### src/hdl/mrc_pkg.sv
package mrc_pkg;

  typedef logic [7:0]  byte_t;
  typedef logic [15:0] word_t;
  typedef logic [6:0]  flen_t;

  localparam int STATUS_REGS_DEF = 7;
  localparam int MAX_FRAME_DEF   = 64;

  // status register slots that feed the latched outputs
  localparam int LATCH_N = 7;

  localparam word_t CRC_POLY = 16'hA001;
  localparam word_t CRC_INIT = 16'hFFFF;

  localparam byte_t SLAVE_ADDR_RST   = 8'd1;
  localparam byte_t PRIVATE_HEAD_RST = 8'd170;
  localparam byte_t WRITE_FUNC_RST   = 8'd6;
  localparam word_t STATUS_BASE_RST  = 16'h2000;

  localparam int CFG_IDX_W = 2;

  typedef enum logic [CFG_IDX_W-1:0] {
    CFG_SLAVE_ADDR   = 2'd0,
    CFG_PRIVATE_HEAD = 2'd1,
    CFG_WRITE_FUNC   = 2'd2,
    CFG_STATUS_BASE  = 2'd3
  } cfg_idx_e;

  typedef enum logic {
    CMD_ARM  = 1'b0,
    CMD_BYTE = 1'b1
  } cmd_e;

  typedef enum logic [2:0] {
    KIND_PRIVATE    = 3'd0,
    KIND_WRITE_ECHO = 3'd1,
    KIND_CONFIG     = 3'd2,
    KIND_STATUS     = 3'd3,
    KIND_FOREIGN    = 3'd4
  } frame_kind_e;

  typedef struct packed {
    byte_t slave_address;
    byte_t private_head;
    byte_t write_function;
    word_t status_base;
  } cfg_t;

  typedef struct packed {
    logic  cmd;
    word_t listen_reg;
    flen_t frame_len;
    byte_t rx_byte;
  } item_t;

  typedef struct packed {
    frame_kind_e frame_kind;
    logic        crc_error;
    logic        link_alive;
    word_t       work_status;
    word_t       run_speed;
    word_t       bus_voltage;
    word_t       motor_current;
    word_t       fault_code;
    word_t       driver_temp;
  } result_t;

  // CRC-16/MODBUS over one byte, reflected form
  function automatic word_t crc_byte(input word_t c, input byte_t b);
    word_t x;
    x = c ^ {8'h00, b};
    for (int i = 0; i < 8; i++) begin
      x = x[0] ? ((x >> 1) ^ CRC_POLY) : (x >> 1);
    end
    return x;
  endfunction

endpackage

### src/hdl/mrc_core.sv
module mrc_core #(
  parameter int STATUS_REGS = mrc_pkg::STATUS_REGS_DEF,
  parameter int MAX_FRAME   = mrc_pkg::MAX_FRAME_DEF
) (
  input  logic             clk_i,
  input  logic             rst_ni,
  input  mrc_pkg::cfg_t    cfg_i,
  input  logic             item_valid_i,
  input  mrc_pkg::item_t   item_i,
  input  logic             advance_i,
  output logic             res_valid_o,
  output mrc_pkg::result_t res_o
);
  import mrc_pkg::*;

  localparam int CNT_W  = $clog2(MAX_FRAME + 1);
  localparam int WIDE_W = (CNT_W > 9) ? CNT_W + 1 : 10;
  localparam int SLOT_W = 17;

  // frame state
  word_t            awaited_reg_q;
  logic [CNT_W-1:0] awaited_len_q;
  logic [CNT_W-1:0] byte_index_q;
  word_t            crc_q;
  byte_t            head_q [3];
  byte_t            crc_low_q;
  byte_t            high_hold_q;
  word_t            shadow_q [STATUS_REGS];
  word_t            status_q [STATUS_REGS];
  word_t            status_d [STATUS_REGS];
  word_t            lat      [LATCH_N];

  logic              go, arm_go, byte_go, listening;
  byte_t             b, h0, h1, h2;
  logic [WIDE_W-1:0] pos_w, len_w, end_w, chk_w, bc_w, max_w, fl_w, len_clamp, d_w;
  logic [CNT_W-1:0]  next_idx;
  frame_kind_e       kind;
  logic              pending, too_big, chk_kind, crc_step, low_take, data_take;
  logic              done, cerr, alive, commit;
  word_t             crc_next, got, start;
  logic [SLOT_W-1:0] start_x, slot, n_x;
  logic [STATUS_REGS-1:0] in_win;

  assign go        = advance_i && item_valid_i;
  assign arm_go    = go && (item_i.cmd == CMD_ARM);
  assign listening = (awaited_len_q != '0);
  assign byte_go   = go && (item_i.cmd == CMD_BYTE) && listening;
  assign b         = item_i.rx_byte;

  assign pos_w = WIDE_W'(byte_index_q);
  assign len_w = WIDE_W'(awaited_len_q);
  assign max_w = WIDE_W'(MAX_FRAME);
  assign fl_w  = WIDE_W'(item_i.frame_len);
  assign len_clamp = (fl_w > max_w) ? max_w : fl_w;

  // head bytes as they stand after this byte
  assign h0   = (pos_w == WIDE_W'(0)) ? b : head_q[0];
  assign h1   = (pos_w == WIDE_W'(1)) ? b : head_q[1];
  assign h2   = (pos_w == WIDE_W'(2)) ? b : head_q[2];
  assign bc_w = WIDE_W'(h2);

  always_comb begin
    kind    = KIND_FOREIGN;
    end_w   = '0;
    chk_w   = '0;
    pending = 1'b0;
    too_big = 1'b0;
    if (h0 == cfg_i.private_head) begin
      kind  = KIND_PRIVATE;
      end_w = len_w;
    end else if (h0 != cfg_i.slave_address) begin
      kind  = KIND_FOREIGN;
      end_w = len_w;
    end else if (pos_w == WIDE_W'(0)) begin
      kind    = KIND_CONFIG;
      pending = 1'b1;
    end else if (h1 == cfg_i.write_function) begin
      kind  = KIND_WRITE_ECHO;
      end_w = WIDE_W'(8);
      chk_w = WIDE_W'(6);
    end else if (awaited_reg_q < cfg_i.status_base) begin
      kind  = KIND_CONFIG;
      end_w = (len_w < WIDE_W'(2)) ? WIDE_W'(2) : len_w;
    end else begin
      kind = KIND_STATUS;
      if (pos_w < WIDE_W'(2)) begin
        pending = 1'b1;
      end else begin
        chk_w   = bc_w + WIDE_W'(3);
        end_w   = bc_w + WIDE_W'(5);
        too_big = (end_w > max_w);
      end
    end
  end

  assign chk_kind  = (kind == KIND_WRITE_ECHO) || (kind == KIND_STATUS);
  assign crc_step  = pending || (chk_kind && (pos_w < chk_w));
  assign low_take  = chk_kind && !pending && (pos_w == chk_w);
  assign data_take = (kind == KIND_STATUS) && !pending && !too_big &&
                     (pos_w >= WIDE_W'(3)) && (pos_w < bc_w + WIDE_W'(3));
  assign d_w       = pos_w - WIDE_W'(3);

  assign start   = awaited_reg_q - cfg_i.status_base;
  assign start_x = SLOT_W'(start);
  assign slot    = start_x + SLOT_W'(d_w >> 1);
  assign n_x     = SLOT_W'(h2 >> 1);

  assign crc_next = crc_step ? crc_byte(crc_q, b) : crc_q;
  assign got      = {b, crc_low_q};
  assign next_idx = byte_index_q + CNT_W'(1);
  assign done     = !pending && (too_big || (WIDE_W'(next_idx) == end_w));
  assign cerr     = chk_kind && (too_big || (got != crc_next));
  assign alive    = chk_kind ? !cerr : (kind != KIND_FOREIGN);
  assign commit   = byte_go && done && (kind == KIND_STATUS) && alive;

  // commit window over the status registers
  always_comb begin
    for (int i = 0; i < STATUS_REGS; i++) begin
      in_win[i]   = (SLOT_W'(i) >= start_x) && ((SLOT_W'(i) - start_x) < n_x);
      status_d[i] = (commit && in_win[i]) ? shadow_q[i] : status_q[i];
    end
  end

  for (genvar g = 0; g < LATCH_N; g++) begin : g_lat
    if (g < STATUS_REGS) begin : g_on
      assign lat[g] = status_d[g];
    end else begin : g_off
      assign lat[g] = '0;
    end
  end

  always_ff @(posedge clk_i or negedge rst_ni) begin
    if (!rst_ni) begin
      awaited_reg_q <= '0;
      awaited_len_q <= '0;
      byte_index_q  <= '0;
      crc_q         <= CRC_INIT;
      for (int i = 0; i < STATUS_REGS; i++) begin
        status_q[i] <= '0;
      end
    end else if (arm_go) begin
      awaited_reg_q <= item_i.listen_reg;
      awaited_len_q <= len_clamp[CNT_W-1:0];
      byte_index_q  <= '0;
      crc_q         <= CRC_INIT;
    end else if (byte_go) begin
      status_q <= status_d;
      if (done) begin
        byte_index_q <= '0;
        crc_q        <= CRC_INIT;
        if (!cerr) begin
          // accepted or foreign: stop listening
          awaited_reg_q <= '0;
          awaited_len_q <= '0;
        end
      end else begin
        byte_index_q <= next_idx;
        crc_q        <= crc_next;
      end
    end
  end

  always_ff @(posedge clk_i) begin
    if (byte_go) begin
      for (int i = 0; i < 3; i++) begin
        if (pos_w == WIDE_W'(i)) begin
          head_q[i] <= b;
        end
      end
      if (low_take) begin
        crc_low_q <= b;
      end
      if (data_take && !d_w[0]) begin
        high_hold_q <= b;
      end
      for (int i = 0; i < STATUS_REGS; i++) begin
        if (data_take && d_w[0] && (slot == SLOT_W'(i))) begin
          shadow_q[i] <= {high_hold_q, b};
        end
      end
    end
  end

  assign res_valid_o         = byte_go && done;
  assign res_o.frame_kind    = kind;
  assign res_o.crc_error     = cerr;
  assign res_o.link_alive    = alive;
  assign res_o.work_status   = lat[0];
  assign res_o.run_speed     = lat[1];
  assign res_o.bus_voltage   = lat[3];
  assign res_o.motor_current = lat[4];
  assign res_o.fault_code    = lat[5];
  assign res_o.driver_temp   = lat[6];

endmodule

### config.mk
export PLATFORM = sky130hd
export DESIGN_NAME = mrc_core
export DESIGN_NICKNAME = d
export VERILOG_FILES = /design/src/hdl/mrc_pkg.sv /design/src/hdl/mrc_core.sv
export SDC_FILE = /design/constraint.sdc
export NUM_CORES = 1
export LEC_CHECK = 0
export BUFFER_PORTS_ARGS = -buffer_cell sky130_fd_sc_hd__buf_2
export CELL_PAD_IN_SITES_DETAIL_PLACEMENT = 1
export CELL_PAD_IN_SITES_GLOBAL_PLACEMENT = 1
export CORE_MARGIN = 10
export CORE_UTILIZATION = 52
export DETAILED_ROUTE_END_ITERATION = 10
export PLACE_DENSITY_LB_ADDON = 0.1
export SLEW_MARGIN = 10
export SYNTH_ARGS = -nofsm -noshare
export SYNTH_HDL_FRONTEND = slang
export SYNTH_SLANG_ARGS = --single-unit
### constraint.sdc
create_clock -name clk_i -period 20.7 [get_ports clk_i]
set_input_delay 3.105 -clock clk_i [delete_from_list [all_inputs] [get_ports clk_i]]
set_output_delay 3.105 -clock clk_i [all_outputs]
set_load 0.005 [all_outputs]
==> reports/metrics.yaml <==
final_common_cell: "buf_2"
cts_root_buffer: "clkbuf_16"
first_pass_iters: 5
fin_nets: 1715
period_share_pct: 63.9
netlist_area_um2: 16100
path_delay_family: "simple AND/OR/NAND/NOR gates"
die_area_um2: 38500
viasPerCell: 6.06
rows: 64
tightest_slew_ns: 1.32
gp_congestion: 0.919
slew_viol_final: 0
final.setup.tns_ns: 0
area_growth_syn_to_layout_pct: 15.5
cp.required_ns: 17.59
path_max_fanout: 32
grt_pass1_wl_um: 78000
wl_per_cell_um: 25.8
h-tree-depth: 1
track_usage_pct: 25.7
drt_iter0_markers: 759
leakagePower_uw: 0.00857
synth_ff_type: "edfxtp_1"
drive_above_1_share_pct: 31.7
routed_wl_um: 50900
outcome: "finished, final reports clean"
p_int_uw: 1150
ant_nets: 0
swShare_pct: 35.1
synth.area.top_cells: "edfxtp_1, dfrtp_1, mux2_2"
grt_max_degree: 79
vias: 11925
synth_nets: 1525
rsz0062_at_grt: "false"
numCtsBuffers: 30
peakVddDrop_mv: 0.0760
timing.fmax_mhz: 75.6
skew_ns: 0.0155
critPathSlowestCell: "nor4_1"
layout_common_cells: "buf_2, mux2_2, edfxtp_1"
synth_edf_count: 136
clkPwrFrac_pct: 31.7
cp-start-kind: "input pin"
crit_path_end_kind: "output port"
p_seq_share_pct: 34.2
path_buf_inv: 6
ctsResizeCount: 0
postSynthAreaPerCell_um2: 11.9
drv_cap: 0
coreArea_um2: 30600
cts.sinks: 278
postCtsSetupRepairBufs: 0
hp-class: "flip-flop to flip-flop"
powerDensity_nw_per_um2: 95.0
diodes: 0
drc_errors: 0
async_reset_ff_share_pct: 51.1
num_io_pins: 178
cts_hold_buf: 0
synth_seq_cells: 278
synth.distinct_cells: 79
slew_headroom_pct: 11.1
grt_pass1_vias: 12956
worstPathArrival_ns: 10.11
yosysWarnings: 0
yosysSeqAreaShare_pct: 47.5
hold_violations: 0
cts_tree: "done"
finalSetupViolations: 0
clk_path_buf_depth: 3
switching_power_uw: 621
die_h_um: 196
crit_top_cell: "a21oi_1"
hpwlAfterDp_um: 34700
syn_inst: 1358
nFillCells: 3194
antenna_found_initial: 0
pwr-share-comb_pct: 34.1
start_util_pct: 52.7
insertion_delay_ns: 0.59
critical_path_class: "input pin to output port"
critPathMaxStageDelay_ns: 1.04
synth_top_area_share_pct: 25.3
numPortBuffers: 177
fin_total_pwr_uw: 1770
path_clk_slew_ns: 0.06
die_w_um: 196
gr-total-overflow: 0
yosysTopAreaCell: "edfxtp_1"
finalCriticalPeriod_ns: 13.22
[cells in the mapped netlist, drive strengths merged (4+ instances only)]
cell / instances
or4: 4
o22a: 17
or2: 5
o21ai: 43
nand4: 18
o211ai: 7
xnor2: 68
clkbuf: 38
dfstp: 16
a21o: 13
nor4b: 8
a31oi: 5
a211oi: 7
nor3: 27
or3: 5
ha: 89
mux2: 195
a22o: 25
mux2i: 14
dfrtp: 126
nor2: 53
and3: 9
buf: 16
nor2b: 11
o21a: 9
a221oi: 7
o31ai: 5
a21oi: 60
nor4: 10
edfxtp: 136
nand3: 22
o21bai: 7
inv: 76
nand2: 62
xor2: 64
and2: 7
nand2b: 10
or4b: 4
nand4b: 4
[final cells by class]
type / instances / area (µm²) / share of cell area (%)
Clock buffer: 38 / 863 / 4.63
Clock inverter: 18 / 185 / 0.994
Inverter: 76 / 285 / 1.53
Multi-Input combinational cell: 950 / 7990 / 42.9
Sequential cell: 278 / 7660 / 41.1
Tap cell: 396 / 495 / 2.66
Timing Repair Buffer: 212 / 1150 / 6.20
[per-stage QoR]
step           utilization (%)  instance area (µm²)  setup WS (ns)  hold WS, ns  std cells
2_1_floorplan                -                16100           8.90        0.466       1358
3_3_place_gp              57.5                17600           7.95        0.477       1912
3_5_place_dp              57.5                17600           7.68        0.489       1912
4_1_cts                   60.9                18600           7.59        0.507       1968
5_1_grt                   60.9                18600           6.87        0.521       1968
6_report                  60.9                18600           7.48        0.506       1968
[flip-flops by register name, indices dropped and copies added (netlist names)]
signal and cells:
shadow_q 96, status_q 96, head_q 24, awaited_reg_q 16, crc_q 16, crc_low_q 8, high_hold_q 8, awaited_len_q 7
byte_index_q 7
[worst reg2reg max path: stages, from the launching register on]
cell	delay, ns
dfrtp_1	0.52
inv_1	0.38
ha_1	0.21
nor3b_1	0.45
nand2_1	0.42
mux2i_1	0.34
a32o_1	0.20
and4b_1	0.34
nor4_1	1.01
and2_1	0.25
ha_1	0.15
inv_1	0.04
a21o_1	0.16
a21oi_1	0.15
o21ai_0	0.09
a21oi_1	0.15
nor2_1	0.05
a21oi_1	0.41
mux2i_1	0.27
a31oi_1	0.19
nor4_1	1.04
nand4_1	0.30
buf_4	0.36
mux2_2	0.34
[power groups by stage]
stage | Combinational (µW) | Sequential (µW) | Clock [µW]
finish | 604 | 606 | 560
CTS | 601 | 606 | 570
global placement | 558 | 616 | 0
global route | 670 | 607 | 594
detailed placement | 584 | 616 | 0
floorplan | 414 | 608 | 0
[path summary, 6_finish.rpt]
path / slack (ns) / depth (start not counted) / to / from
worst max-delay path: 7.48 / 27 / res_o[38] / cfg_i[0]
worst min-delay path: 0.51 / 1 / status_q[48]$_DFFE_PN0P_ / shadow_q[3][0]$_DFFE_PP_
worst max register to register: 12.75 / 23 / status_q[42]$_DFFE_PN0P_ / byte_index_q[0]$_DFFE_PN0P_
worst min register to register: 0.51 / 1 / status_q[48]$_DFFE_PN0P_ / shadow_q[3][0]$_DFFE_PP_
max in group asynchronous: 16.65 / 2 / status_q[46]$_DFFE_PN0P_ / rst_ni
min in group asynchronous: 2.58 / 1 / status_q[39]$_DFFE_PN0P_ / rst_ni
[cell families (layout without fill, tap and decap cells)]
group / after synthesis / in the layout / share of synthesized area [%]
flops: 278 / 278 / 47.5
xor+xnor: 134 / 134 / 7.44
buf+inv: 130 / 344 / 3.35
compound gates: 247 / 247 / 10.6
mux: 209 / 209 / 15.2
fa+ha+maj: 91 / 91 / 7.15
simple gates: 269 / 269 / 8.82
[per-layer routing]
layer / vias to the layer above / wire (µm) / GRT usage [%]
met1: 6017 / 21700 / 33.6
met3: 94 / 3040 / 3.84
li1: 5393 / - / -
met5: - / 0 / 0
met2: 421 / 24800 / 43.3
met4: 0 / 1380 / 7.27
Note: power is estimated with default switching activity, not from simulation.
